File: src/rtl/core/nstg_pkg.sv
// ----------------------------------------------------------------------------
// nstg_pkg: shared types and constants of the note sequence tone generator
// Sizes, register reset values, command and state encodings, sine polynomial
// coefficients and the semitone ratio helpers.
// ----------------------------------------------------------------------------
package nstg_pkg;

  localparam int SEQ_DEPTH        = 256;
  localparam int SINE_TABLE_DEPTH = 1024;
  localparam int PHASE_BITS       = 32;

  localparam int ADDR_W  = $clog2(SEQ_DEPTH);
  localparam int PTR_W   = $clog2(SEQ_DEPTH + 1);
  localparam int SINE_AW = $clog2(SINE_TABLE_DEPTH);

  // command queue between front and back, power of two
  localparam int QUEUE_DEPTH = 2;
  localparam int QPTR_W      = $clog2(QUEUE_DEPTH);
  localparam int QCNT_W      = $clog2(QUEUE_DEPTH + 1);

  localparam logic [31:0] A4_INC_RESET   = 32'd39370534;
  localparam logic [23:0] BASE_DUR_RESET = 24'd14400;
  localparam logic [15:0] VOLUME_RESET   = 16'd65535;

  // Q30 odd polynomial for sin over a quarter turn, Horner order
  localparam logic [30:0] SIN_C7   = 31'd5026995;
  localparam logic [30:0] SIN_C5   = 31'd85569306;
  localparam logic [30:0] SIN_C3   = 31'd693598668;
  localparam logic [30:0] SIN_C1   = 31'd1686629713;
  localparam logic [30:0] Q30_ONE  = 31'h4000_0000;

  // floor(y / 5) == (y * RECIP5) >> 18 for every 16-bit y
  localparam logic [16:0] RECIP5   = 17'd52429;
  localparam int          RECIP5_SH = 18;

  typedef enum logic [1:0] {
    CFG_A4_INC   = 2'd0,
    CFG_BASE_DUR = 2'd1,
    CFG_VOLUME   = 2'd2
  } cfg_idx_t;

  typedef enum logic [1:0] {
    ACT_WRITE = 2'd0,
    ACT_START = 2'd1,
    ACT_TICK  = 2'd2
  } action_t;

  typedef enum logic [1:0] {
    CMD_WRITE = 2'd0,
    CMD_START = 2'd1,
    CMD_TICK  = 2'd2
  } cmd_kind_t;

  typedef struct packed {
    cmd_kind_t          kind;
    logic [ADDR_W-1:0]  addr;
    logic [15:0]        entry;   // {rest, semitone[6:0], duration[7:0]}
    logic [PTR_W-1:0]   length;
  } cmd_t;

  typedef struct packed {
    logic [31:0] a4_inc;
    logic [23:0] base_dur;
    logic [15:0] volume;
  } cfg_t;

  typedef struct packed {
    logic [3:0] k;    // semitone within octave
    logic [4:0] sh;   // right shift, 16 - octave
  } semi_split_t;

  typedef enum logic [4:0] {
    B_IDLE,
    B_FETCH,
    B_ENTRY,
    B_U2,
    B_TOT,
    B_INC,
    B_H1,
    B_H1M,
    B_H2,
    B_H2M,
    B_H3,
    B_H3M,
    B_SIN,
    B_VOLM,
    B_VOL,
    B_DIVM,
    B_OUT
  } back_state_t;

  // 2^(k/12) in Q1.16
  function automatic logic [16:0] semi_ratio(input logic [3:0] k);
    logic [16:0] r;
    case (k)
      4'd0:    r = 17'd65536;
      4'd1:    r = 17'd69433;
      4'd2:    r = 17'd73562;
      4'd3:    r = 17'd77936;
      4'd4:    r = 17'd82570;
      4'd5:    r = 17'd87480;
      4'd6:    r = 17'd92682;
      4'd7:    r = 17'd98193;
      4'd8:    r = 17'd104032;
      4'd9:    r = 17'd110218;
      4'd10:   r = 17'd116772;
      4'd11:   r = 17'd123715;
      default: r = 17'd65536;
    endcase
    return r;
  endfunction

  // floor split of semitone s into 12*oct + k; t = s + 72 lies in 8..135,
  // t / 12 by reciprocal 171 / 2048 is exact over that range
  function automatic semi_split_t semi_split(input logic [6:0] sem7);
    logic [7:0]  t;
    logic [15:0] prod;
    logic [3:0]  oq;
    logic [7:0]  rem;
    semi_split_t r;
    t    = {sem7[6], sem7} + 8'd72;
    prod = 16'(t) * 16'd171;
    oq   = 4'(prod >> 11);
    rem  = t - (8'(oq) * 8'd12);
    r.k  = rem[3:0];
    r.sh = 5'd22 - 5'(oq);
    return r;
  endfunction

endpackage

File: src/rtl/core/nstg_front.sv
// ----------------------------------------------------------------------------
// nstg_front: command intake and classification
// Decodes the action, packs note entries, saturates the sequence length and
// drops commands that have no effect.
// ----------------------------------------------------------------------------
module nstg_front import nstg_pkg::*; (
  input  logic              start,
  input  logic              full,
  input  logic [1:0]        action,
  input  logic [7:0]        note_index,
  input  logic              is_rest,
  input  logic signed [6:0] semitone,
  input  logic [7:0]        duration_units,
  input  logic [8:0]        seq_length,
  output logic              push,
  output cmd_t              cmd
);

  logic accept;
  logic slot_ok;

  assign accept  = start && !full;
  assign slot_ok = (32'(note_index) < 32'(SEQ_DEPTH));

  always_comb begin
    cmd.kind   = CMD_TICK;
    cmd.addr   = ADDR_W'(note_index);
    cmd.entry  = {is_rest, semitone, duration_units};
    cmd.length = (32'(seq_length) > 32'(SEQ_DEPTH)) ? PTR_W'(SEQ_DEPTH)
                                                    : PTR_W'(seq_length);
    push       = 1'b0;
    unique case (action)
      ACT_WRITE: begin
        cmd.kind = CMD_WRITE;
        push     = accept && slot_ok;
      end
      ACT_START: begin
        cmd.kind = CMD_START;
        push     = accept;
      end
      ACT_TICK: begin
        cmd.kind = CMD_TICK;
        push     = accept;
      end
      default: begin
        push = 1'b0;   // undefined action, swallowed
      end
    endcase
  end

endmodule

File: config.mk
export PLATFORM = sky130hd
export DESIGN_NAME = nstg_front
export DESIGN_NICKNAME = d
export VERILOG_FILES = /design/src/rtl/core/nstg_pkg.sv /design/src/rtl/core/nstg_front.sv
export SDC_FILE = /design/constraint.sdc
export NUM_CORES = 1
export LEC_CHECK = 0
export ABC_AREA = 1
export BUFFER_PORTS_ARGS = -buffer_cell sky130_fd_sc_hd__clkbuf_2
export CAP_MARGIN = 0
export CORE_AREA = 4 4 41 43
export DETAILED_ROUTE_END_ITERATION = 10
export DIE_AREA = 0 0 45 47
export GPL_TIMING_DRIVEN = 0
export PLACE_DENSITY = 0.83
export SLEW_MARGIN = 20
export SYNTH_ARGS = -nofsm -noshare
export SYNTH_HDL_FRONTEND = slang
export SYNTH_SLANG_ARGS = --single-unit
File: constraint.sdc
create_clock -name vclk -period 1.6
set_clock_uncertainty 0.2 [all_clocks]
set_input_delay 0.32 -clock vclk [all_inputs]
set_output_delay 0.32 -clock vclk [all_outputs]
set_load 0.02 [all_outputs]
* Yosys cells after proc, flatten, opt, wreduce, memory -nomap -nowiden
Index checks and enable logic that the tools add are counted.
** Cells by class
- Multiplexer cells :: 3
- Reductions and logical operators :: 4
- Eq/ne operators :: 2
- $lt $le $gt $ge :: 1
** Operators with widths (count)
- $gt 9x9->1 const B :: 1
- $mux 9 :: 1
- $pmux 2 s2 :: 1
- $reduce_or 3->1 :: 1
- $eq 2x1->1 const B :: 1
- $eq 2x2->1 const B :: 1
- $logic_not 2->1 :: 1
- $logic_and 1x1->1 :: 1
- $logic_not 1->1 :: 1
- $mux 1 :: 1
** Word-level totals
- Output and inout bits :: 36
- Register bits after elaboration :: 0
- Logic and storage cells :: 10
- Input port bits :: 37

* Depth between registers and ports, before layout
- Depth after elaboration :: 3
- Depth in mapped cells :: 5
- Gate-level depth less buffers :: 5

* Worst setup path after synthesis
OpenSTA, ideal clock, no wires.
- Path kind :: input to output
- Start :: input seq_length[6]
- End :: output cmd[0] (netlist name)
- Setup slack :: 0.128 ns
- Stages :: 5
- Required time :: 1.080 ns
- Arrival time :: 0.952 ns
- Buffers on the path :: 0
- Cells stage by stage :: nor2_1 -> nand2_1 -> nor2_2 -> nor2_4 -> nor2_1
** RTL lines
- start, declared :: line nstg_front.sv:14 : input logic [8:0] seq_length,
- end, declared :: line nstg_front.sv:16 : output cmd_t cmd

==> impl_metrics.ini <==
[layout]
final_area_um2 = 681
drive_above_1_share = 0.781
num-clock-buffers = 0
stdcell_count = 120
design.seq.count = 0
area_delta_synth_final_pct = 119
antennaDiodeCount = 0
fin_nets = 144
register_area_um2 = 0

[sta]
setup_ws_ns = 0.0238
period_share = 0.985
period_minus_slack_ns = 1.58
setup_viol_count_final = 0
slew_headroom = 0.837
rsz0062_at_grt = yes
hold_violations = 0
tightest_slew_ns = 0.244
fin_setup_tns_ns = 0
timing.final.max_slew_violations = 0
fmax_ghz = 0.634

[grt]
first_global_vias = 349
grt_antenna_before_repair = 0
grt-ovfl-total = 0
grt.total_usage = 0.0763
grt_max_degree = 9
grt_pass1_wl_mm = 1.29

[place]
placedCellCount = 120
gp_congestion = 0.614
dpl-instance-area_um2 = 574
portBuffers = 49
place_hpwl_um = 994
dp_slack_ns = -0.00508

[synth]
postSynthAreaPerCell_um2 = 5.54
synth_nets = 93
yosys_warnings = 0
synth_area_um2 = 310
synth_cells = 56
synth_top_cell_by_area = buf_4
synth.distinct_cells = 7
synth.most_common_cell = buf_4
ys_top_cells_by_area = buf_4 58%, nor2_1 17%, inv_1 12%
synthTopCellsByCount = 24 x buf_4, 14 x nor2_1, 10 x inv_1
yosysTopAreaCellShare = 0.581
seq_area_frac_synth = 0

[cts]
cts_hold_buf = 0
post_cts_buffers = 0

[power]
leakage_nw = 0.440
pwr_density_cell_mw_per_mm2 = 325
vdd_drop_max_mv = 0.141
p_total_w = 0.000221

[outcome]
status = completed

[routing]
wl_per_cell_um = 9.98
viasPerCell = 3.90
drtPass1Iterations = 3
route.detailed.drc = 0
routed-via-count = 468
drt-total-wl_mm = 1.20
first_iter_violations = 2
ant_nets = 0

[worst_setup_path]
cp_max_fo = 8
crit_path_end = cmd[0]
required_ns = 1.08
cp.arrival_ns = 1.06
cp-end-kind = primary output
start_kind = input pin
cp-startpoint = seq_length[1]
path_class = in2out

[min_path]
hold_path.class = in2out
worstHoldStart = duration_units[6]

[die]
die_y_um = 47
die_w_um = 45
rows = 13
initial_core_util = 0.238
die-area_mm2 = 0.00212
io_pins = 73
core-area_mm2 = 0.00130

[run]
maxCapViolCount = 0
[logic make-up after synthesis]
group	Yosys count	synth area share
buf+inv	36	0.726
simple gates	20	0.274
[stage by stage]
step                      utilization  hold WS (ns)
final                           0.523         0.664
after global placement          0.441         0.666
after CTS                       0.445         0.665
after global routing            0.523         0.668
after detailed placement        0.441         0.665
after floorplan                     -         0.520
[layout make-up]
cell class                      instances  area (µm²)
Fill cell                             110         621
Timing Repair Buffer                   49         319
Buffer                                 26         188
Multi-Input combinational cell         20         118
Inverter                               10        37.5
Tap cell                               15        18.8
[worst max-delay path, stage by stage]
cell and delay [ns]:
buf_8 0.10, nor2_4 0.10, nand2_2 0.08, nor2_4 0.12, nor2_4 0.08, nor2_1 0.10
buf_4 0.15
[placed cells by master (no fill, tap or decap)]
master / n
buf_6: 7
clkbuf_1: 2
buf_8: 1
nand2_2: 1
nor2_1: 8
inv_1: 10
nand2_1: 3
nor2_2: 4
buf_4: 32
nor2_4: 4
clkbuf_2: 33
[power by group]
| part | internal (W) | switching, W |
|---|---|---|
| clock | 0 | 0 |
| combinational | 0.000109 | 0.000113 |
| sequential | 0 | 0 |
[worst min-delay path by stage]
| stage | to | cells past startpoint | slack [ns] |
|---|---|---|---|
| 2_1_floorplan | cmd[33] | 1 | 0.52 |
| 3_3_place_gp | cmd[15] | 2 | 0.67 |
| 3_5_place_dp | cmd[15] | 2 | 0.67 |
| 4_1_cts | cmd[15] | 2 | 0.67 |
| 5_1_grt | cmd[29] | 2 | 0.67 |
| 6_report | cmd[15] | 2 | 0.66 |
[what timing repair did]
item                       4_1_cts  5_1_grt
resized for setup                2       38
gates cloned                     0        0
setup endpoints to repair        2        8
pin swaps                        0        9
[metal layers]
metal | vias to the layer above | routed length, µm | GRT usage
met4 | 0 | 0 | 0
met2 | 58 | 549 | 0.147
met3 | 0 | 278 | 0.00383
met5 | - | 0 | 0
met1 | 179 | 371 | 0.0989
li1 | 231 | - | -
Note: power is estimated with default switching activity, not from simulation.
