[src/rtl/core/nstg_pkg.sv]
// ----------------------------------------------------------------------------
// nstg_pkg: shared types and constants of the note sequence tone generator
// Sizes, register reset values, command and state encodings, sine polynomial
// coefficients and the semitone ratio helpers.
// ----------------------------------------------------------------------------
package nstg_pkg;

  localparam int SEQ_DEPTH        = 256;
  localparam int SINE_TABLE_DEPTH = 1024;
  localparam int PHASE_BITS       = 32;

  localparam int ADDR_W  = $clog2(SEQ_DEPTH);
  localparam int PTR_W   = $clog2(SEQ_DEPTH + 1);
  localparam int SINE_AW = $clog2(SINE_TABLE_DEPTH);

  // command queue between front and back, power of two
  localparam int QUEUE_DEPTH = 2;
  localparam int QPTR_W      = $clog2(QUEUE_DEPTH);
  localparam int QCNT_W      = $clog2(QUEUE_DEPTH + 1);

  localparam logic [31:0] A4_INC_RESET   = 32'd39370534;
  localparam logic [23:0] BASE_DUR_RESET = 24'd14400;
  localparam logic [15:0] VOLUME_RESET   = 16'd65535;

  // Q30 odd polynomial for sin over a quarter turn, Horner order
  localparam logic [30:0] SIN_C7   = 31'd5026995;
  localparam logic [30:0] SIN_C5   = 31'd85569306;
  localparam logic [30:0] SIN_C3   = 31'd693598668;
  localparam logic [30:0] SIN_C1   = 31'd1686629713;
  localparam logic [30:0] Q30_ONE  = 31'h4000_0000;

  // floor(y / 5) == (y * RECIP5) >> 18 for every 16-bit y
  localparam logic [16:0] RECIP5   = 17'd52429;
  localparam int          RECIP5_SH = 18;

  typedef enum logic [1:0] {
    CFG_A4_INC   = 2'd0,
    CFG_BASE_DUR = 2'd1,
    CFG_VOLUME   = 2'd2
  } cfg_idx_t;

  typedef enum logic [1:0] {
    ACT_WRITE = 2'd0,
    ACT_START = 2'd1,
    ACT_TICK  = 2'd2
  } action_t;

  typedef enum logic [1:0] {
    CMD_WRITE = 2'd0,
    CMD_START = 2'd1,
    CMD_TICK  = 2'd2
  } cmd_kind_t;

  typedef struct packed {
    cmd_kind_t          kind;
    logic [ADDR_W-1:0]  addr;
    logic [15:0]        entry;   // {rest, semitone[6:0], duration[7:0]}
    logic [PTR_W-1:0]   length;
  } cmd_t;

  typedef struct packed {
    logic [31:0] a4_inc;
    logic [23:0] base_dur;
    logic [15:0] volume;
  } cfg_t;

  typedef struct packed {
    logic [3:0] k;    // semitone within octave
    logic [4:0] sh;   // right shift, 16 - octave
  } semi_split_t;

  typedef enum logic [4:0] {
    B_IDLE,
    B_FETCH,
    B_ENTRY,
    B_U2,
    B_TOT,
    B_INC,
    B_H1,
    B_H1M,
    B_H2,
    B_H2M,
    B_H3,
    B_H3M,
    B_SIN,
    B_VOLM,
    B_VOL,
    B_DIVM,
    B_OUT
  } back_state_t;

  // 2^(k/12) in Q1.16
  function automatic logic [16:0] semi_ratio(input logic [3:0] k);
    logic [16:0] r;
    case (k)
      4'd0:    r = 17'd65536;
      4'd1:    r = 17'd69433;
      4'd2:    r = 17'd73562;
      4'd3:    r = 17'd77936;
      4'd4:    r = 17'd82570;
      4'd5:    r = 17'd87480;
      4'd6:    r = 17'd92682;
      4'd7:    r = 17'd98193;
      4'd8:    r = 17'd104032;
      4'd9:    r = 17'd110218;
      4'd10:   r = 17'd116772;
      4'd11:   r = 17'd123715;
      default: r = 17'd65536;
    endcase
    return r;
  endfunction

  // floor split of semitone s into 12*oct + k; t = s + 72 lies in 8..135,
  // t / 12 by reciprocal 171 / 2048 is exact over that range
  function automatic semi_split_t semi_split(input logic [6:0] sem7);
    logic [7:0]  t;
    logic [15:0] prod;
    logic [3:0]  oq;
    logic [7:0]  rem;
    semi_split_t r;
    t    = {sem7[6], sem7} + 8'd72;
    prod = 16'(t) * 16'd171;
    oq   = 4'(prod >> 11);
    rem  = t - (8'(oq) * 8'd12);
    r.k  = rem[3:0];
    r.sh = 5'd22 - 5'(oq);
    return r;
  endfunction

endpackage

[src/rtl/core/nstg_queue.sv]
// ----------------------------------------------------------------------------
// nstg_queue: short command FIFO between front and back
// Register-based, simultaneous push and pop allowed.
// ----------------------------------------------------------------------------
module nstg_queue import nstg_pkg::*; (
  input  logic clk,
  input  logic rst,
  input  logic push,
  input  cmd_t din,
  output logic full,
  input  logic pop,
  output logic valid,
  output cmd_t dout
);

  cmd_t              slots [QUEUE_DEPTH];
  logic [QPTR_W-1:0] wr_ptr;
  logic [QPTR_W-1:0] rd_ptr;
  logic [QCNT_W-1:0] count;
  logic              do_push;
  logic              do_pop;

  assign full    = (count == QCNT_W'(QUEUE_DEPTH));
  assign valid   = (count != '0);
  assign dout    = slots[rd_ptr];
  assign do_push = push && !full;
  assign do_pop  = pop && valid;

  always_ff @(posedge clk) begin
    if (rst) begin
      wr_ptr <= '0;
      rd_ptr <= '0;
      count  <= '0;
    end else begin
      if (do_push) begin
        wr_ptr <= wr_ptr + 1'b1;
      end
      if (do_pop) begin
        rd_ptr <= rd_ptr + 1'b1;
      end
      if (do_push && !do_pop) begin
        count <= count + 1'b1;
      end else if (do_pop && !do_push) begin
        count <= count - 1'b1;
      end
    end
  end

  always_ff @(posedge clk) begin
    if (do_push) begin
      slots[wr_ptr] <= din;
    end
  end

endmodule

[config.mk]
export PLATFORM = sky130hd
export DESIGN_NAME = nstg_queue
export DESIGN_NICKNAME = d
export VERILOG_FILES = /design/src/rtl/core/nstg_pkg.sv /design/src/rtl/core/nstg_queue.sv
export SDC_FILE = /design/constraint.sdc
export NUM_CORES = 1
export LEC_CHECK = 0
export BUFFER_PORTS_ARGS = -buffer_cell sky130_fd_sc_hd__buf_4
export CORE_UTILIZATION = 50
export CTS_CLUSTER_DIAMETER = 150
export DETAILED_ROUTE_END_ITERATION = 8
export GPL_TIMING_DRIVEN = 1
export PLACE_DENSITY = 0.8
export SYNTH_ARGS = -nofsm -noshare
export SYNTH_HDL_FRONTEND = slang
export SYNTH_SLANG_ARGS = --single-unit
[constraint.sdc]
create_clock -name clk -period 4.1 [get_ports clk]
set_input_delay 0.41 -clock clk [delete_from_list [all_inputs] [get_ports clk]]
set_output_delay 0.41 -clock clk [all_outputs]
set_load 0.03 [all_outputs]
# [After elaboration in Yosys (flattened, before gate mapping)]
# Memories as Yosys holds them, arrays and structs flattened. A register that Yosys moved wholly into a read port is not among the register bits.
# Cells that the tools add are included.
[totals] regBits=4 mem_count=1 mem_bits_rw=70 out_inout_bits=37 input_bits=39
[classes] mux=6 n_reduce_logical=9 n_addsub=4 eq_ne=1
[mem_list] memory="slots" words=2 width=35 read_ports=1 rd_clocked_by_memory_dff=1 wr=1 line="nstg_queue.sv:16" text="cmd_t slots [QUEUE_DEPTH];"
[ops] cell="$logic_and 1x1->1" n=4
[ops] cell="$mux 1" n=4
[ops] cell="$mux 2" n=2
[ops] cell="$reduce_bool 2->1" n=2
[ops] cell="$logic_not 1->1" n=3
[ops] cell="$add 1x1->1 const B" n=2
[ops] cell="$add 2x1->2 const B" n=1
[ops] cell="$eq 2x2->1 const B" n=1
[ops] cell="$sub 2x1->2 const B" n=1

# [Longest topological paths before layout]
# Gate-level depths: netlist (run 1).
[depth] ltp_word=7 ltp_mapped=6

# [Least setup slack after synthesis (run 1)]
# Ideal clock, no wire load.
[synth_timing] path_type="register to register" start="register count[1]" end="memory slots[0][0] (netlist bit), enable pin" slack_ps=2144 stages_incl_launch_ff=4 t_required_ps=3710 arrival_time_ps=1567 period_less_slack_ps=1956 n_path_buf=0 cell_sequence="dfxtp_1 -> nor2b_2 -> or3_1 -> inv_1"
[synth_via] elab_chain_len=5
[synth_rtl] element="start, declared" line="nstg_queue.sv:19" text="logic [QCNT_W-1:0] count;"
[synth_rtl] element="start signal, assigned" line="nstg_queue.sv:42" text="count <= count + 1'b1;"
[synth_rtl] element="start signal, assigned" line="nstg_queue.sv:44" text="count <= count - 1'b1;"
[synth_rtl] element="$eq 2x2->1" line="nstg_queue.sv:23" text="assign full = (count == QCNT_W'(QUEUE_DEPTH));"
[synth_rtl] element="net full" line="nstg_queue.sv:10" text="output logic full,"
[synth_rtl] element="$logic_not 1->1" line="nstg_queue.sv:26" text="assign do_push = push && !full;"
[synth_rtl] element="$logic_and 1x1->1" line="nstg_queue.sv:26"
[synth_rtl] element="$mux 1" line="nstg_queue.sv:50" text="if (do_push) begin"
[synth_rtl] element="$mux 1 (implied by the code)" line="nstg_queue.sv:51" text="slots[wr_ptr] <= din;"
[synth_rtl] element="end, declared" line="nstg_queue.sv:16"
# The timed path passes the listed nets, and every way through them passes these cells.

==> metrics.cfg, run 1 <==
[outcome]
status=completed

[timing]
report.final.slew_viol_count=0
period_needed_ns=2.313
holdWs_ns=0.2601
finalSetupViolCount=0
final_hold_viol_count=0
worst-slew-pin-transition_ns=0.4842
finalCritPeriodShare_pct=56.41
setup-tns-final_ns=0
relSlewSlack_pct=67.72
finClkSkew_ns=0.007206
timing.fmax_mhz=432.3
rsz0062_at_grt=no

[critical_path]
critPathCaptureType=primary output
cp.required_ns=3.69
start_kind=register
critical_path_class=register to primary output
cp_data_arrival_time_ns=1.90
cp_max_fo=26

[global_routing]
antenna_found_initial=0
grt.total_usage_pct=17.96
grt_overflow_total=0
grt_pass1_wl_um=7700
grt_max_degree=36
grt_pass1_vias=1520

[synthesis]
synth_fa_ha_area_share_pct=0.4572
synth_top_family_by_area=multiplexers
synth-seq-area-share_pct=80.48
synthSimpleGateAreaFrac_pct=1.783
syn_area_sq_um=2736
synth_compound_area_share_pct=0.9145
ys_warn_count=0
syn_nets=174
synthXorXnorAreaFrac_pct=0.9602
synth.area.mux_share_pct=14.40
avgSynthCellArea_sq_um=20.42
yosysUniqueCellTypes=14
ys_seq_elements=75
syn_inst=134

[route]
post_drt_wl_per_cell_um=16.24
vias_per_cell=4.973
drc=0
antenna_left=0
routed_wl_um=4758
vias=1457
dr.first_iter.drc_count=86
firstDrtPassIters=4

[die]
start_util_pct=52.57
fp-row-count=26
die_width_um=75.98
coreArea_sq_um=5205
io-pin-count=76
dieArea_sq_um=5773
die_h_um=75.98

[finish]
fin_cells=293
final_cell_mix=buf_4 (78), edfxtp_1 (70), mux2_2 (35), clkbuf_8 (9), dfxtp_1 (5)
drive_gt1_share_pct=56.50
n_fill_cell=380
final_area_sq_um=3538
antenna_cells=0
area_growth_pct=29.31
final_common_cell=buf_4
fin_nets=259

[pwr]
combPwrFrac_pct=35.3
intPower_mw=1.500
p_switching_uw=743.7
pwr-share-seq_pct=45.0
netSwitchingFraction_pct=33.14
vdd_drop_max_mv=0.4294
power_density_nw_per_um2=634.2
clock_power_share_pct=19.8
p_leak_nw=1.340

[placement]
dp_cells=278
place.gp.congestion=0.6945
hpwlAfterDp_um=3075
placed_area_sq_um=3390
port_buffers=75

[clocking]
max-clock-path-buffers=2
cts-root-buf=clkbuf_8
insertion_delay_ns=0.33
cts.sinks=75
hold_buffers=0
numCtsBuffers=9
cts_tree=done
postCtsSetupBuffers=0
cts-resized-gates=0
clk_pin_slew_worst_paths_ns=0.07
htree_levels=3

[run]
drv_cap=0

[hold_path]
hold_class=input pin to register

==> Yosys cell counts <==
| cell | n | area (sq um) |
|---|---|---|
| a21oi_1 | 2 | 10.01 |
| and2_1 | 1 | 6.260 |
| buf_2 | 4 | 20.02 |
| dfxtp_1 | 5 | 100.1 |
| edfxtp_1 | 70 | 2102 |
| ha_1 | 1 | 12.51 |
| inv_1 | 2 | 7.510 |
| mux2_2 | 35 | 394.1 |
| nor2_1 | 4 | 15.01 |
| nor2b_2 | 1 | 8.760 |
| o21ai_0 | 3 | 15.01 |
| or2_2 | 1 | 6.260 |
| or3_1 | 2 | 12.51 |
| xor2_1 | 3 | 26.28 |
==> critical path: stages, from the launching register on <==
cell and delay, ns:
dfxtp_1 0.59, buf_4 0.42, mux2_2 0.39, buf_4 0.17
==> routing by layer <==
metal / track usage, % / wire length [um] / vias to the layer above / share of wire [%]
met1: 22.62 / 2032 / 724 / 43
met3: 5.988 / 222 / 6 / 4.7
met4: 7.692 / 64 / 0 / 1.3
li1: - / - / 684 / -
met5: 0 / 0 / - / 0
met2: 28.64 / 2438 / 43 / 51
==> sequential cells by signal, summed over array words and instances, names as in the netlist, named ones only <==
| name | count |
|---|---|
| rd_ptr | 1 |
| wr_ptr | 1 |
| count | 2 |
| slots | 70 |
==> metrics by stage <==
stage               power [mW]  setup WS, ns  utilization, %
detailed placement       1.820         2.130           65.12
global route             2.347         1.649           67.98
global placement         1.808         2.162           65.12
CTS                      2.264         1.763           67.98
finish                   2.244         1.787           67.98
floorplan                1.544         2.144               -
==> kinds of logic (layout without fill, tap and decap cells) <==
logic type | count (synthesis) | in the layout
AO/OA/AOI/OAI | 5 | 5
multiplexers | 35 | 35
XOR/XNOR | 3 | 3
adder cells (fa/ha/maj) | 1 | 1
AND/OR/NAND/NOR | 9 | 9
flip-flops | 75 | 75
buffers and inverters | 6 | 95
==> layout make-up <==
class | instances | area (sq um) | area share (%)
Sequential cell | 75 | 2202 | 62.23
Clock buffer | 10 | 127.6 | 3.607
Multi-Input combinational cell | 53 | 506.7 | 14.32
Timing Repair Buffer | 78 | 585.6 | 16.55
Clock inverter | 5 | 21.27 | 0.6011
Inverter | 2 | 7.507 | 0.2122
Tap cell | 70 | 87.58 | 2.475
==> final timing paths <==
check                 from           end  slack [ns]  depth (start not counted)
setup / recovery  register      dout[30]        1.79                          3
hold / removal     din[16]  slots[1][16]        0.26                          1
setup reg to reg  count[1]  slots[0][25]        2.42                          4
hold reg to reg     wr_ptr        wr_ptr        0.49                          2
==> power by group through the flow <==
| stage | registers (mW) | logic (mW) | clock network, mW |
|---|---|---|---|
| after detailed placement | 1.03 | 0.795 | 0 |
| final | 1.01 | 0.791 | 0.443 |
| after floorplan | 1.00 | 0.540 | 0 |
| after global placement | 1.02 | 0.788 | 0 |
| after CTS | 1.01 | 0.797 | 0.456 |
| after global routing | 1.02 | 0.836 | 0.488 |
No activity file was read; power rests on OpenSTA's default activity.
==> run 2, diff against run 1 <==
Settings changed: ABC_AREA set to 1, PLACE_DENSITY 0.8 to 0.79.
Clock period 4.1 ns to 2.36 ns, I/O delays scaled along.
==> run 2 against run 1 <==
  * Clock skew shrank 0.00081 ns
  * Final cell count rose by 6.1%
  * Wire length down 1.7%
  * Clock power grew 100%
  * Largest cell class unchanged
  * Power is 82% higher
  * Register-to-register slack worse by 1.7 ns
  * Worst hold slack worse by 0.18 ns
  * Sequential cell count did not move
  * Synthesized cell count rose by 9.0%
  * Combinational power grew 77%
  * Cell area up 6.4%
==> metrics.cfg, run 2 <==
[hold_path]
hold_class=input pin to register
min-delay-start=din[31]
hold_end=slots[1][31]
hold_depth=1  ; unchanged

[finish]
largest_reg_flops=70  ; unchanged
antenna_cells=0  ; unchanged
fin_nets=274  ; +5.8%
final_cell_mix=buf_4 (80), edfxtp_1 (70), mux2_4 (30), clkbuf_8 (9), inv_1 (8)
regArea_sq_um=2203  ; about the same
regMostFlops=slots
utilization_pct=67.52  ; -0.46 points
final_area_sq_um=3764  ; +6.4%
reg.largest.list=slots x70, count x2
n_fill_cell=402  ; +5.8%
multi_input_area_sq_um=635.6  ; +25%
final_common_cell=buf_4
area_growth_pct=28.71
drive_gt1_share_pct=56.07  ; -0.44 points

[critical_path]
cp.required_ns=2.12  ; -1.57 ns
cp_data_arrival_time_ns=1.72  ; -0.18 ns
cp_max_fo=13  ; -50%
critPathCaptureType=primary output
crit_top_cell=buf_4
critical_path.slowest_cell=dfxtp_2
worst-r2r-setup-slack_ns=0.76  ; -1.66 ns
start_kind=register
crit_chain=buf_4 > mux2_4 > buf_4
critical-path-top-delay-family=flip-flops
critical_path_class=register to primary output
reg2reg_depth=9  ; +5
critPathBufInv=2  ; unchanged
rr_startpoint=count[1]
reg2reg_to=count[1]
max_stage_delay_ns=0.60  ; about the same

[synthesis]
syn_inst=146  ; +9.0%
synth_common_cells=edfxtp_1 (70), mux2_4 (30), inv_1 (8), nor2_1 (8), nand2_1 (7)
yosysUniqueCellTypes=15  ; +1
yosysMostFrequentCell=edfxtp_1
syn_area_sq_um=2924  ; +6.9%
synth-seq-area-share_pct=75.31  ; -5.2 points
yosysTopAreaCell=edfxtp_1
synth_edf_count=70  ; unchanged
ys_seq_elements=75  ; unchanged
avgSynthCellArea_sq_um=20.03  ; -1.9%
synth_top_area_share_pct=71.89  ; -4.9 points
synth_ff_type=edfxtp_1
synth_async_sr_flop_share_pct=0  ; unchanged
ys_warn_count=0  ; unchanged
syn_nets=186  ; +6.9%
synth_area_leaders=edfxtp_1 (72%), mux2_4 (15%), dfxtp_1 (3.4%)

[die]
fp-row-count=27  ; +3.8%
io-pin-count=76  ; unchanged
dieArea_sq_um=6158  ; +6.7%
die_width_um=78.47  ; +3.3%
die_h_um=78.47  ; +3.3%
coreArea_sq_um=5574  ; +7.1%
start_util_pct=52.46  ; -0.11 points

[timing]
timing.fmax_mhz=512.0
report.final.slew_viol_count=0  ; unchanged
finalCritPeriodShare_pct=82.76
relSlewSlack_pct=71.59  ; +3.9 points
finalSetupViolCount=0  ; unchanged
final_hold_viol_count=0  ; unchanged
finClkSkew_ns=0.006398  ; -0.0008083 ns
period_needed_ns=1.953
worst-slew-pin-transition_ns=0.4261  ; -0.05810 ns
rsz0062_at_grt=no

[global_routing]
antenna_found_initial=0  ; unchanged
grt_overflow_total=0  ; unchanged
grt_pass1_vias=1573  ; +3.5%
grt_max_degree=16  ; -56%
grt_pass1_wl_um=7424  ; -3.6%
grt.total_usage_pct=16.80  ; -1.2 points

[route]
vias_per_cell=4.804  ; -3.4%
drc=0  ; unchanged
post_drt_wl_per_cell_um=15.03  ; -7.4%
vias=1494  ; +2.5%
dr.first_iter.drc_count=92  ; +7.0%
antenna_left=0  ; unchanged
firstDrtPassIters=4  ; unchanged
routed_wl_um=4675  ; -1.7%

[clocking]
postCtsSetupBuffers=0  ; unchanged
cts_tree=done
max-clock-path-buffers=2  ; unchanged
cts-root-buf=clkbuf_8
numCtsBuffers=9  ; unchanged
insertion_delay_ns=0.34  ; about the same
cts.sinks=75  ; unchanged
htree_levels=3  ; unchanged
hold_buffers=0  ; unchanged
cts-resized-gates=0  ; unchanged
clk_pin_slew_worst_paths_ns=0.08  ; about the same

[pwr]
power_density_nw_per_um2=1083  ; +71%
vdd_drop_max_mv=0.8201  ; +91%
fin_total_pwr_mw=4.075  ; +82%
p_leak_nw=1.510  ; +13%

[run]
drv_cap=0  ; unchanged

[outcome]
status=completed

[placement]
port_buffers=75  ; unchanged
hpwlAfterDp_um=3338  ; +8.5%
placed_area_sq_um=3580  ; +5.6%
place.gp.congestion=0.6806  ; -2.0%

run 2: logic make-up after synthesis:
family          Yosys count  share of synthesized area [%]
fa+ha+maj                 1                         0.4278
mux                      35                          17.33
simple gates             18                          2.482
flops                    75                          75.31
buf+inv                  12                          3.466
compound gates            5                         0.9842
run 2: per-stage QoR:
step                setup TNS, ns  hold WS (ns)  worst slack, ns  instances
finish                          0       0.08070           0.4069        311
global route                    0       0.05667           0.3198        311
CTS                             0       0.06456           0.3696        311
detailed placement              0        0.4235           0.7412        295
global placement                0        0.4209           0.7892        295
floorplan                  -1.495        0.3349         -0.02137        146
run 2: report_power, final:
part           leakage, nW  switching [mW]  total, mW  internal (mW)
logic                0.722           0.784       1.40          0.618
clock network       0.0935           0.424      0.903          0.479
registers            0.695          0.0879       1.77           1.68
total                 1.51            1.30       4.08           2.78
run 2: final cells by class:
cell class / instances / area share, %
clock inverters: 6 / 1.496
repair buffers: 81 / 16.49
well taps: 72 / 2.394
inverters: 8 / 0.7979
flip-flops and latches: 75 / 58.54
multi-input cells: 59 / 16.89
clock buffers: 10 / 3.391
run 2: worst max-delay path by stage:
stage          slack (ns)  depth (start not counted)  startpoint          end
6_report             0.41                          3    register      dout[7]
3_3_place_gp         0.79                          3    register      dout[8]
5_1_grt              0.32                          3    register      dout[6]
4_1_cts              0.37                          3    register      dout[7]
3_5_place_dp         0.74                          3    register      dout[8]
2_1_floorplan       -0.02                          3    count[1]  slots[1][0]
run 2: worst reg2reg max path: stages (launching register included):
cell and delay [ns]:
dfxtp_1 0.33, inv_1 0.09, o21ai_2 0.30, inv_1 0.11, ha_1 0.34, inv_1 0.08, nand3_1 0.09, nand2_1 0.07
inv_1 0.04, nor2_1 0.09
run 2: metal layers:
metal / wire, um / track usage (%) / vias up
met5: 0 / 0 / -
li1: - / - / 724
met3: 223 / 5.930 / 7
met1: 2021 / 20.22 / 712
met4: 78 / 7.778 / 0
met2: 2351 / 27.11 / 51
==> run 3, diff against run 2 <==
Settings changed: CORE_UTILIZATION 50 to 47, PLACE_DENSITY 0.79 to 0.78.
Clock period 2.36 ns to 1.6 ns, I/O delays scaled along.
==> run 3 against run 2 <==
  * Register-to-register slack got worse by 0.67 ns
  * Combinational power is 71% higher
  * Final cell count up 13%
  * Critical endpoint is now dout[14]
  * Sequential power is 47% higher
  * Critical path depth is the same
  * Critical path type unchanged
==> metrics.cfg, run 3 (same netlist as run 2, synthesis figures left out) <==
[outcome]
status=completed

[critical_path]
cp.required_ns=1.44  ; -0.68 ns
cp_data_arrival_time_ns=1.43  ; -0.29 ns
crit_chain=buf_12 > mux2_2 > buf_6
critical_path_class=register to primary output
max_stage_delay_ns=0.41  ; -0.19 ns
start_kind=register
critical_path.slowest_cell=dfxtp_4
cp_max_fo=14  ; +1
critPathCaptureType=primary output

[die]
die_width_um=80.88  ; +3.1%
io-pin-count=76  ; unchanged
coreArea_sq_um=5956  ; +6.8%
die_h_um=80.88  ; +3.1%
fp-row-count=28  ; +3.7%
dieArea_sq_um=6541  ; +6.2%
start_util_pct=49.10  ; -3.4 points

[route]
antenna_left=0  ; unchanged
firstDrtPassIters=5  ; +1
post_drt_wl_per_cell_um=15.61  ; +3.8%
drc=0  ; unchanged
dr.first_iter.drc_count=54  ; -41%
vias_per_cell=4.680  ; -2.6%
vias=1638  ; +9.6%
routed_wl_um=5462  ; +17%

[finish]
largest_reg_flops=70  ; unchanged
antenna_cells=0  ; unchanged
n_fill_cell=380  ; -5.5%
area_growth_pct=46.98
final_cell_mix=edfxtp_1 (70), buf_4 (59), dlygate4sd3_1 (35), mux2_4 (32), buf_6 (20)
multi_input_area_sq_um=650.6  ; +2.4%
fin_nets=310  ; +13%
drive_gt1_share_pct=49.09  ; -7.0 points
regArea_sq_um=2207  ; +0.17%
final_common_cell=edfxtp_1
reg.largest.list=slots x70, count x2
regMostFlops=slots

[timing]
worst_slack_ns=0.005794  ; -0.4011 ns
relSlewSlack_pct=83.31  ; +12 points
report.final.slew_viol_count=0  ; unchanged
worst-slew-pin-transition_ns=0.2504  ; -0.1757 ns
finalSetupViolCount=0  ; unchanged
setup-tns-final_ns=0  ; unchanged
rsz0062_at_grt=yes
finalCritPeriodShare_pct=99.64
period_needed_ns=1.594
final_hold_viol_count=0  ; unchanged
finClkSkew_ns=0.006990  ; +0.0005922 ns
timing.fmax_mhz=627.3

[placement]
hpwlAfterDp_um=3342  ; +0.12%
port_buffers=75  ; unchanged
place.gp.congestion=0.6927  ; +1.8%
place_ws_ns=0.06114  ; -0.6800 ns

[clocking]
cts.sinks=75  ; unchanged
cts_tree=done
max-clock-path-buffers=2  ; unchanged
cts-root-buf=clkbuf_8
postCtsSetupBuffers=0  ; unchanged
clk_pin_slew_worst_paths_ns=0.07  ; about the same
htree_levels=3  ; unchanged
numCtsBuffers=9  ; unchanged
insertion_delay_ns=0.34  ; about the same

[pwr]
vdd_drop_max_mv=0.9506  ; +16%
p_leak_nw=1.727  ; +14%
power_density_nw_per_um2=1545  ; +43%

[global_routing]
antenna_found_initial=0  ; unchanged
grt_overflow_total=0  ; unchanged
grt_max_degree=19  ; +3
grt_pass1_wl_um=8252  ; +11%
grt_pass1_vias=1756  ; +12%
grt.total_usage_pct=18.27  ; +1.5 points

[hold_path]
hold_class=input pin to register

[run]
drv_cap=0  ; unchanged

run 3: power by group:
group	internal, mW	switching, mW
Clock	1.02	0.636
Sequential	2.49	0.114
Combinational	1.12	1.26
Total	4.63	2.01
run 3: path summary, 6_finish.rpt:
path | depth (start not counted) | end | startpoint | slack [ns]
setup / recovery | 3 | dout[14] | register | 0.006
hold / removal | 4 | count[1] | rst | 0.10
setup reg to reg | 9 | count[1] | count[1] | 0.09
hold reg to reg | 2 | rd_ptr | rd_ptr | 0.51
run 3: metal layers:
metal / up-vias / wire length (um) / GRT usage [%]
li1: 800 / - / -
met1: 782 / 2165 / 20.62
met2: 48 / 2958 / 31.18
met3: 8 / 209 / 3.371
met4: 0 / 128 / 12.86
met5: - / 0 / 0
run 3: through the flow:
step                      area [sq um]  cells  util [%]  hold WS [ns]  power [mW]
final                             4298    350     72.16        0.1035       6.640
after global routing              4298    350     72.16       0.09909       6.903
after CTS                         4225    350     70.95       0.08663       6.581
after detailed placement          3596    298     60.38        0.3482       4.767
after global placement            3596    298     60.38        0.3453       4.707
after floorplan                   2929    146         -        0.2589       4.111
run 3: cell type report:
type,count,area share [%]
Clock inverter,7,2.475
Sequential cell,75,51.35
Clock buffer,9,2.882
Multi-Input combinational cell,59,15.14
Tap cell,75,2.183
Timing Repair Buffer,117,25.27
Inverter,8,0.6987
run 3: what timing repair did:
action / in CTS / in global routing
endpoints found under the hold margin: 70 / 0
endpoints found under the setup margin: 3 / 21
gates resized for setup: 7 / 19
pin swaps: 0 / 0
gates cloned: 1 / 0
hold buffers: 35 / 0
run 3: critical path, delay by kind of cell (launching register included):
kind                   cells  cell delay (ns)
multiplexers               1             0.36
buffers and inverters      2             0.32
flip-flops                 1             0.41
